`config.mk`:
```
export PLATFORM = sky130hd
export DESIGN_NAME = disk_image_chunk_framer_crc32
export DESIGN_NICKNAME = d
export VERILOG_FILES = /design/src/hw/rtl/dicf_pkg.sv /design/src/hw/rtl/disk_image_chunk_framer_crc32.sv
export SDC_FILE = /design/constraint.sdc
export NUM_CORES = 1
export LEC_CHECK = 0
export ABC_AREA = 1
export BUFFER_PORTS_ARGS = -buffer_cell sky130_fd_sc_hd__buf_2
export CORE_MARGIN = 5
export CORE_UTILIZATION = 44
export DETAILED_ROUTE_END_ITERATION = 8
export PLACE_DENSITY = 0.57
export SYNTH_ARGS = -nofsm -noshare
export SYNTH_HDL_FRONTEND = slang
export SYNTH_SLANG_ARGS = --single-unit
```
`constraint.sdc`:
```
create_clock -name clk -period 5.9 [get_ports clk]
set_input_delay 0 -clock clk [delete_from_list [all_inputs] [get_ports clk]]
set_output_delay 0 -clock clk [all_outputs]
set_load 0.01 [all_outputs]
```
`src/hw/rtl/dicf_pkg.sv`:
```
package dicf_pkg;

  localparam logic [31:0] CRC_POLY  = 32'hEDB88320;
  localparam logic [31:0] CRC_INIT  = 32'hFFFFFFFF;
  localparam logic [31:0] TAG_DISK  = 32'h4449534B;
  localparam logic [31:0] TAG_DATA  = 32'h44415441;
  localparam logic [31:0] TAG_DONE  = 32'h444F4E45;

  localparam logic [22:0] CHUNK_SIZE_RESET = 23'd512;

  typedef enum logic {
    ACT_START = 1'b0,
    ACT_DATA  = 1'b1
  } action_t;

  typedef enum logic {
    REG_TOTAL_BYTES = 1'b0,
    REG_CHUNK_SIZE  = 1'b1
  } reg_index_t;

  function automatic logic [31:0] crc_byte(input logic [31:0] crc_in, input logic [7:0] b);
    logic [31:0] c;
    c = crc_in ^ {24'h000000, b};
    for (int i = 0; i < 8; i++) begin
      c = c[0] ? ((c >> 1) ^ CRC_POLY) : (c >> 1);
    end
    return c;
  endfunction

endpackage

```
`src/hw/rtl/disk_image_chunk_framer_crc32.sv`:
```
// disk image framer with per-chunk crc-32
//
// input channel (in_valid/in_ready): in_action 0 opens an image transfer,
// in_action 1 delivers one image byte. result channel (out_valid/out_ready)
// carries the framed stream one byte per transfer; out_last marks the final
// byte caused by an item, out_rejected flags an item that came out of order.
// registers total_bytes (address 0) and chunk_size (address 4) are written
// over the apb port, by the user only while the block is idle (unenforced).
//
// an accepted item is decoded into a frame of 1 to 17 bytes held in a shift
// buffer; its first byte is offered the cycle after acceptance. the buffer
// drains one byte per cycle while out_ready is high; a plain data byte yields
// one result byte, a chunk boundary up to 17.
// a new item is taken while the last byte of the previous frame leaves.
// a stalled receiver holds the buffer and with it the input channel.
// reset closes any transfer, empties the buffer and sets total_bytes to 0 and
// chunk_size to 512.
module disk_image_chunk_framer_crc32
  import dicf_pkg::*;
(
  input  logic        clk,
  input  logic        rst_n,
  input  logic        in_valid,
  output logic        in_ready,
  input  logic        in_action,
  input  logic [7:0]  in_data_byte,
  output logic        out_valid,
  input  logic        out_ready,
  output logic [7:0]  out_byte,
  output logic        out_last,
  output logic        out_rejected,
  input  logic        psel,
  input  logic        penable,
  input  logic        pwrite,
  input  logic [2:0]  paddr,
  input  logic [31:0] pwdata,
  output logic [31:0] prdata,
  output logic        pready
);

  localparam int MAX_RES = 17;
  localparam int CNT_W   = $clog2(MAX_RES + 1);

  logic [30:0] total_r;
  logic [22:0] chunk_size_r;
  logic [30:0] bytes_done_r, bytes_done_nxt;
  logic [22:0] chunk_left_r, chunk_left_nxt;
  logic [31:0] crc_r, crc_nxt;
  logic        active_r, active_nxt;

  logic [7:0]       buf_r [MAX_RES];
  logic [7:0]       frame_nxt [MAX_RES];
  logic [CNT_W-1:0] cnt_r, cnt_nxt;
  logic             rej_r, rej_nxt;

  logic        in_xfer, out_xfer, cfg_wr;
  logic [22:0] cs_eff, cl, cl_dec;
  logic [30:0] rem, done_inc;
  logic [31:0] crc_cur, crc_new, word;

  assign out_valid    = (cnt_r != '0);
  assign in_ready     = (cnt_r == '0) || ((cnt_r == CNT_W'(1)) && out_ready);
  assign in_xfer      = in_valid && in_ready;
  assign out_xfer     = out_valid && out_ready;
  assign out_byte     = buf_r[0];
  assign out_last     = (cnt_r == CNT_W'(1));
  assign out_rejected = rej_r;

  assign pready = 1'b1;
  assign cfg_wr = psel && penable && pwrite && pready;
  assign prdata = (reg_index_t'(paddr[2]) == REG_CHUNK_SIZE) ? {9'b0, chunk_size_r}
                                                              : {1'b0, total_r};

  assign cs_eff   = (chunk_size_r == '0) ? 23'd1 : chunk_size_r;
  assign rem      = total_r - bytes_done_r;
  assign done_inc = bytes_done_r + 31'd1;

  always_comb begin
    for (int i = 0; i < MAX_RES; i++) begin
      frame_nxt[i] = 8'h00;
    end
    cnt_nxt        = '0;
    rej_nxt        = 1'b0;
    bytes_done_nxt = bytes_done_r;
    chunk_left_nxt = chunk_left_r;
    crc_nxt        = crc_r;
    active_nxt     = active_r;
    cl             = chunk_left_r;
    cl_dec         = '0;
    crc_cur        = crc_r;
    crc_new        = crc_r;
    word           = '0;

    if (action_t'(in_action) == ACT_START) begin
      if (active_r) begin
        rej_nxt = 1'b1;
        cnt_nxt = CNT_W'(1);
      end else begin
        word = TAG_DISK;
        for (int k = 3; k >= 0; k--) begin
          frame_nxt[cnt_nxt] = word[k*8 +: 8];
          cnt_nxt = cnt_nxt + CNT_W'(1);
        end
        word = {1'b0, total_r};
        for (int k = 3; k >= 0; k--) begin
          frame_nxt[cnt_nxt] = word[k*8 +: 8];
          cnt_nxt = cnt_nxt + CNT_W'(1);
        end
        bytes_done_nxt = '0;
        chunk_left_nxt = '0;
        crc_nxt        = CRC_INIT;
        if (total_r == '0) begin
          word = TAG_DONE;
          for (int k = 3; k >= 0; k--) begin
            frame_nxt[cnt_nxt] = word[k*8 +: 8];
            cnt_nxt = cnt_nxt + CNT_W'(1);
          end
        end else begin
          active_nxt = 1'b1;
        end
      end
    end else if (!active_r) begin
      rej_nxt = 1'b1;
      cnt_nxt = CNT_W'(1);
    end else if ((chunk_left_r == '0) && (bytes_done_r >= total_r)) begin
      active_nxt = 1'b0;
      rej_nxt    = 1'b1;
      cnt_nxt    = CNT_W'(1);
    end else begin
      if (chunk_left_r == '0) begin
        cl      = (rem < {8'b0, cs_eff}) ? rem[22:0] : cs_eff;
        crc_cur = CRC_INIT;
        word    = TAG_DATA;
        for (int k = 3; k >= 0; k--) begin
          frame_nxt[cnt_nxt] = word[k*8 +: 8];
          cnt_nxt = cnt_nxt + CNT_W'(1);
        end
        word = {9'b0, cl};
        for (int k = 3; k >= 0; k--) begin
          frame_nxt[cnt_nxt] = word[k*8 +: 8];
          cnt_nxt = cnt_nxt + CNT_W'(1);
        end
      end
      frame_nxt[cnt_nxt] = in_data_byte;
      cnt_nxt = cnt_nxt + CNT_W'(1);
      crc_new        = crc_byte(crc_cur, in_data_byte);
      cl_dec         = cl - 23'd1;
      chunk_left_nxt = cl_dec;
      bytes_done_nxt = done_inc;
      crc_nxt        = crc_new;
      if (cl_dec == '0) begin
        word = ~crc_new;
        for (int k = 3; k >= 0; k--) begin
          frame_nxt[cnt_nxt] = word[k*8 +: 8];
          cnt_nxt = cnt_nxt + CNT_W'(1);
        end
        crc_nxt = CRC_INIT;
        if (done_inc >= total_r) begin
          word = TAG_DONE;
          for (int k = 3; k >= 0; k--) begin
            frame_nxt[cnt_nxt] = word[k*8 +: 8];
            cnt_nxt = cnt_nxt + CNT_W'(1);
          end
          active_nxt = 1'b0;
        end
      end
    end
  end

  always_ff @(posedge clk) begin
    if (!rst_n) begin
      total_r      <= '0;
      chunk_size_r <= CHUNK_SIZE_RESET;
      bytes_done_r <= '0;
      chunk_left_r <= '0;
      crc_r        <= CRC_INIT;
      active_r     <= 1'b0;
      cnt_r        <= '0;
    end else begin
      if (cfg_wr) begin
        unique case (reg_index_t'(paddr[2]))
          REG_TOTAL_BYTES: total_r      <= pwdata[30:0];
          REG_CHUNK_SIZE:  chunk_size_r <= pwdata[22:0];
          default: ;
        endcase
      end
      if (in_xfer) begin
        bytes_done_r <= bytes_done_nxt;
        chunk_left_r <= chunk_left_nxt;
        crc_r        <= crc_nxt;
        active_r     <= active_nxt;
        cnt_r        <= cnt_nxt;
      end else if (out_xfer) begin
        cnt_r <= cnt_r - CNT_W'(1);
      end
    end
  end

  always_ff @(posedge clk) begin
    if (in_xfer) begin
      for (int i = 0; i < MAX_RES; i++) begin
        buf_r[i] <= frame_nxt[i];
      end
      rej_r <= rej_nxt;
    end else if (out_xfer) begin
      for (int i = 0; i < MAX_RES - 1; i++) begin
        buf_r[i] <= buf_r[i+1];
      end
    end
  end

endmodule

```
## After elaboration in Yosys (flattened, before gate mapping)

Memory sizes are Yosys's and may differ from the RTL's.
Cells that the tools add are included.

| operators by class | value |
|---|---|
| equality and inequality tests | 4 |
| reductions and logical operators | 26 |
| add/subtract/negate cells | 13 |
| order comparisons | 21 |
| bitwise gates (word level) | 48 |
| multiplexer cells | 112 |

Operators with widths:

| cell | count |
|---|---|
| $bwmux 136 | 5 |
| $mux 136 | 4 |
| $mux 32 | 17 |
| $demux 8 s5 | 9 |
| $mux 23 | 10 |
| $mux 8 | 25 |
| $mux 64 | 3 |
| $mux 31 | 6 |
| $not 13->14 | 8 |
| $and 102x102->102 | 1 |
| $not 102->102 | 1 |
| $mux 96 | 1 |
| $mux 95 | 1 |
| $and 85x85->85 | 1 |
| $not 85->85 | 1 |
| $or 85x85->85 | 1 |
| $logic_not 23->1 | 3 |
| $and 68x68->68 | 1 |
| $not 68->68 | 1 |
| $or 68x68->68 | 1 |
| $mux 63 | 1 |
| $ge 31x31->1 | 2 |
| $ge 6x6->1 const B | 9 |
| $lt 6x1->1 const B | 9 |
| other kinds (31) | 103 |

| storage, ports and cells | value |
|---|---|
| RAM bits | 136 |
| input bits | 51 |
| memories kept | 1 |
| logic and storage cells | 233 |
| register bits | 147 |
| output and inout bits | 45 |

Memory list:

| memory | depth | width | rd ports | clocked after Yosys merged registers in | write ports | line | text |
|---|---|---|---|---|---|---|---|
| buf_r | 17 | 8 | 17 | 0 | 17 | disk_image_chunk_framer_crc32.sv:51 | `logic [7:0] buf_r [MAX_RES];` |

## Logic depth before layout (Yosys ltp)

| logic depth | value |
|---|---|
| depth in word-level cells | 37 |
| gate-level depth with buffers | 46 |
| gate-level depth less buffers | 45 |

## Worst setup path before layout

No wires, ideal clock.

| path | value |
|---|---|
| kind | register to register |
| start | reg total_r[0] |
| end | mem buf_r[6][0], in the netlist buf_r[0][48], data pin |
| stages on the path, launching flop included | 45 |
| required time | 5.760 ns |
| setup time | 0.140 ns |
| data arrival time | 5.133 ns |
| path buffers | 2 |
| setup slack | 0.626 ns |
| period minus slack after synthesis | 5.274 ns |
| cell sequence | dfxtp_1 inv_1 ha_1 inv_1 fa_1 nand3_1 nand2_1 nand2_1 nand3_2 nand2_1 nand2_1 a41o_1 xnor2_1 inv_1 ha_1 nand2_1 inv_1 o21ai_0 [... 9 more ...] nand3_1 nand2_2 ha_1 nand3_1 nor2_2 nand3_1 nor2_1 nand3_1 nand2_1 nand2_1 nor2_1 nand3_4 clkinv_4 nand3_4 buf_6 nand2_1 nand2_1 a21oi_2 |

RTL lines:

| element | line | text |
|---|---|---|
| start: declaration | disk_image_chunk_framer_crc32.sv:44 | `logic [30:0] total_r;` |
| start signal: assignment | disk_image_chunk_framer_crc32.sv:182 | `REG_TOTAL_BYTES: total_r <= pwdata[30:0];` |
| end: declaration | disk_image_chunk_framer_crc32.sv:51 |  |

## Worst setup path after layout

| path | value |
|---|---|
| start | reg bytes_done_r[0] |
| end | reg cnt_r[3] |

| between the ends | value |
|---|---|
| longest elaborated chain between the ends | 14 |
| elaborated cells between the ends (all ways) | 19 |
| classes of those cells | add/sub: 3; order compare: 3; mux: 11; reduce/logical: 2 |

RTL lines:

| element | line | text |
|---|---|---|
| start: declaration | disk_image_chunk_framer_crc32.sv:46 | `logic [30:0] bytes_done_r, bytes_done_nxt;` |
| start signal: assignment | disk_image_chunk_framer_crc32.sv:188 | `bytes_done_r <= bytes_done_nxt;` |
| $sub 31x31->31 | disk_image_chunk_framer_crc32.sv:75 | `assign rem = total_r - bytes_done_r;` |
| $lt 31x23->1 | disk_image_chunk_framer_crc32.sv:131 | `cl = (rem < {8'b0, cs_eff}) ? rem[22:0] : cs_eff;` |
| $mux 23 | disk_image_chunk_framer_crc32.sv:131 |  |
| $mux 23 | disk_image_chunk_framer_crc32.sv:130 | `if (chunk_left_r == '0) begin` |
| $mux 23 | disk_image_chunk_framer_crc32.sv:125 | `end else if ((chunk_left_r == '0) && (bytes_done_r >= total_r)) begin` |
| $mux 23 | disk_image_chunk_framer_crc32.sv:122 | `end else if (!active_r) begin` |
| $mux 23 | disk_image_chunk_framer_crc32.sv:94 | `if (action_t'(in_action) == ACT_START) begin` |
| $sub 23x1->23 | disk_image_chunk_framer_crc32.sv:147 | `cl_dec = cl - 23'd1;` |
| $logic_not 23->1 | disk_image_chunk_framer_crc32.sv:151 | `if (cl_dec == '0) begin` |
| $mux 5 | disk_image_chunk_framer_crc32.sv:151 |  |
| $mux 5 * | disk_image_chunk_framer_crc32.sv:125 |  |
| $mux 5 * | disk_image_chunk_framer_crc32.sv:122 |  |
| $mux 5 * | disk_image_chunk_framer_crc32.sv:94 |  |
| $mux 5 * | disk_image_chunk_framer_crc32.sv:187 | `if (in_xfer) begin` |
| end signal: assignment | disk_image_chunk_framer_crc32.sv:192 | `cnt_r <= cnt_nxt;` |
| end signal: assignment | disk_image_chunk_framer_crc32.sv:194 | `cnt_r <= cnt_r - CNT_W'(1);` |
| end: declaration | disk_image_chunk_framer_crc32.sv:53 | `logic [CNT_W-1:0] cnt_r, cnt_nxt;` |

Mark *: on every way between the ends. The rest lies on a longest branch, timed or not. The select of a mux whose other input is x is not followed.
A chain may end at the register's enable or synchronous reset.

==> impl_metrics.csv <==
group,metric,value,unit
run_status,status,"complete, no violations",
logic_synthesis,synthArstFlopShare,0,%
logic_synthesis,synth_cells,2537,
floorplanning,die_area,45280,sq um
min_path,min_path_type,"in2reg",
logic_synthesis,synthesis.nets,2679,
worst_setup_path,ff2ff_setup_slack,220,ps
finish,antenna_cells,0,
floorplanning,rows,74,
floorplanning,die_h,212.8,um
drt,vias,17810,
worst_setup_path,path_class,"reg2reg",
logic_synthesis,ys.flop_type,"dfxtp_1",
finish,finalNetCount,2876,
worst_setup_path,setup.worst_path.end_class,"flip-flop",
worst_setup_path,critPathMaxStageDelay,400,ps
clock_network,cts_tree,"yes",
power_and_ir_drop,irDropWorstVdd,0.2777,mV
power_and_ir_drop,p_leak,9.833,nW
global_route,grt_pass1_wl,96.96,mm
sta,setup-tns-final,0,ps
sta,setup_violations,0,
power_and_ir_drop,power,0.01147,W
clock_network,root_buffer,"clkbuf_16",
finish,area_growth,22.27,%
worst_setup_path,critical-path-top-delay-family,"simple AND/OR/NAND/NOR gates",
finish,drive_above_1_share,20.01,%
worst_setup_path,crit_buf_inv,10,
global_route,first_global_vias,16650,
sta,maxSlewHeadroom,11.52,%
worst_setup_path,rr_endpoint,"cnt_r[3]",
global_route,grt_max_degree,90,
worst_setup_path,r2r-start,"bytes_done_r[0]",
finish,final_cell_count_no_fill,3291,
logic_synthesis,synth_top_area_share,19.08,%
drt,drt_pass1_iterations,5,
logic_synthesis,ys_warn_count,0,
floorplanning,core_area,40740,sq um
logic_synthesis,synth_area,18090,sq um
worst_setup_path,arrival,6190,ps
sta,period_share,96.26,%
sta,slew_viol_final,0,
sta,fin_crit,5680,ps
clock_network,cts_buffers,31,
clock_network,path_clk_slew,60,ps
global_route,grt.total_usage,27.32,%
clock_network,htreeDepth,1,
worst_setup_path,cp-start-kind,"flip-flop",
clock_network,insertion_delay,600,ps
worst_setup_path,critPathMaxFanout,3,
logic_synthesis,synth_edf_count,115,
power_and_ir_drop,power_density,518.5,nW/um^2
placed_design,dp_cells,3167,
logic_synthesis,synth_area_leaders,"edfxtp_1 19%, dfxtp_1 16%, nand2_1 13%, a21oi_1 6.7%, inv_1 6.4%",
logic_synthesis,synth.distinct_cells,54,
floorplanning,initial_utilization,44.42,%
worst_setup_path,crit_required,6410,ps
sta,fin_ws,220.4,ps
global_route,antenna_found_initial,1,
drt,ant_nets,0,
run,drv_cap,0,
drt,wl,64.71,mm
drt,avgViaCountPerCell,5.411,
floorplanning,num_io_pins,96,
clock_network,clockBufferDepth,3,
placed_design,io_buffers,90,
drt,route.detailed.drc,0,
sta,rsz0062_at_grt,"true",
sta,skew,18.23,ps
sta,fmax,176.1,MHz
logic_synthesis,yosysSeqAreaShare,35.24,%
drt,wl_per_cell,19.66,um
global_route,grt_overflow,0,
placed_design,place.gp.congestion,0.9516,
logic_synthesis,yosysTopAreaCell,"edfxtp_1",
logic_synthesis,avgSynthCellArea,7.132,sq um
placed_design,post-place-ws,-33.83,ps
min_path,whs_endpoint,"crc_r[0]",
worst_setup_path,cp_slowest_cell,"a311o_1",
clock_network,clock_sinks,261,
sta,tightestPinTransition,1322,ps
logic_synthesis,ys_seq_elements,261,
worst_setup_path,r2r_cells,37,
sta,final_hold_viol_count,0,
placed_design,dp.final_hpwl,47.42,mm
min_path,min-delay-start,"rst_n",
floorplanning,die_x,212.8,um
drt,drtIter0Drc,1590,
min_path,whs_path_depth,3,
-- state kept, by name (all words and copies together), names as in the netlist --
register      flops
buf_r           114
crc_r            32
bytes_done_r     31
total_r          31
chunk_left_r     23
chunk_size_r     23
cnt_r             5
active_r          1
out_rejected      1
-- cells in the mapped netlist (13+ instances only) --
master,count
inv_1,309
clkbuf_1,76
nor2_1,190
nor3_1,21
buf_2,13
inv_2,18
nand2_2,20
ha_1,90
a211oi_1,34
nand3_1,137
nor2_2,22
o31ai_1,33
nand2_1,603
o21ai_0,152
nand4_1,28
edfxtp_1,115
xnor2_1,34
a21oi_1,243
or2_2,29
xor2_1,79
nor4_1,18
dfxtp_1,146
-- where the power goes --
| group | internal [W] | switching, W | total, W |
|---|---|---|---|
| clock network | 0.00105 | 0.000789 | 0.00184 |
| registers | 0.00269 | 0.000233 | 0.00292 |
| logic | 0.00237 | 0.00434 | 0.00671 |
| total | 0.00611 | 0.00536 | 0.0115 |
-- through the flow --
stage,cell area (sq um),hold slack [ps],util [%]
3_3_place_gp,19710,270.8,48.38
2_1_floorplan,18090,126.4,-
4_1_cts,21100,23.17,51.80
6_report,22130,41.68,54.31
5_1_grt,22130,76.95,54.31
3_5_place_dp,19710,260.0,48.38
-- worst reg2reg max path, delay by kind of cell (launching register included) --
| family | cells | cell delay [ps] |
|---|---|---|
| flip-flops | 1 | 340 |
| AND/OR/NAND/NOR | 18 | 2270 |
| adder cells (fa/ha/maj) | 3 | 680 |
| XOR/XNOR | 1 | 140 |
| AO/OA/AOI/OAI | 5 | 1220 |
| buffers and inverters | 10 | 960 |
-- final cells by class --
type / instances / area [sq um]
fillers: 3939 / 18610
multi-input cells: 1831 / 10740
flip-flops and latches: 261 / 6380
repair buffers: 276 / 2116
inverters: 333 / 1270
clock buffers: 49 / 867.1
well taps: 532 / 665.6
clock inverters: 9 / 91.34
-- cell usage in the layout, fill, tap and decap left out, drive strengths merged, types with 2 or more instances in the layout --
cell	count
xnor2	34
o21ai	160
nor3	21
edfxtp	115
nand3b	9
dfxtp	146
a211oi	34
and2	2
inv	327
or2	30
a31o	6
o21bai	6
ha	90
nand3	153
nand4	28
clkinv	13
clkbuf	53
o221ai	3
a31oi	4
nor4	18
a21oi	247
nand2	623
dlygate4sd3	42
o22a	9
a41oi	2
xor2	81
nor2	218
buf	230
a32o	8
conb	2
o31ai	33
-- cell families after synthesis --
family	Yosys count	synth area share, %
fa+ha+maj	91	6.334
buf+inv	446	9.743
other cells	2	0.04150
compound gates	519	16.26
simple gates	1103	26.74
xor+xnor	115	5.649
flops	261	35.24
-- per-layer routing --
| metal | GRT usage [%] | up-vias | part of all wire [%] |
|---|---|---|---|
| li1 | - | 8774 | - |
| met1 | 39.16 | 8305 | 45 |
| met2 | 43.37 | 624 | 45 |
| met3 | 3.673 | 105 | 6.7 |
| met4 | 7.923 | 0 | 3.2 |
| met5 | 0 | - | 0 |
-- what timing repair did --
item,4_1_cts,5_1_grt
setup endpoints to repair,9,121
endpoints found under the hold margin,69,0
gates cloned,0,5
pin swaps,0,59
resized for setup,4,187
hold buffers,42,0
buffers inserted,0,19
-- worst max path at each step --
stage	startpoint	to	slack, ps	depth (start not counted)
floorplan	total_r[0]	buf_r[0][48]	630	44
global placement	bytes_done_r[0]	buf_r[0][115]	40	40
detailed placement	bytes_done_r[0]	buf_r[0][126]	-30	40
CTS	bytes_done_r[0]	buf_r[0][126]	1	40
global route	total_r[0]	buf_r[0][59]	-140	44
finish	bytes_done_r[0]	cnt_r[3]	220	37
No activity file was read; power rests on OpenSTA's default activity.
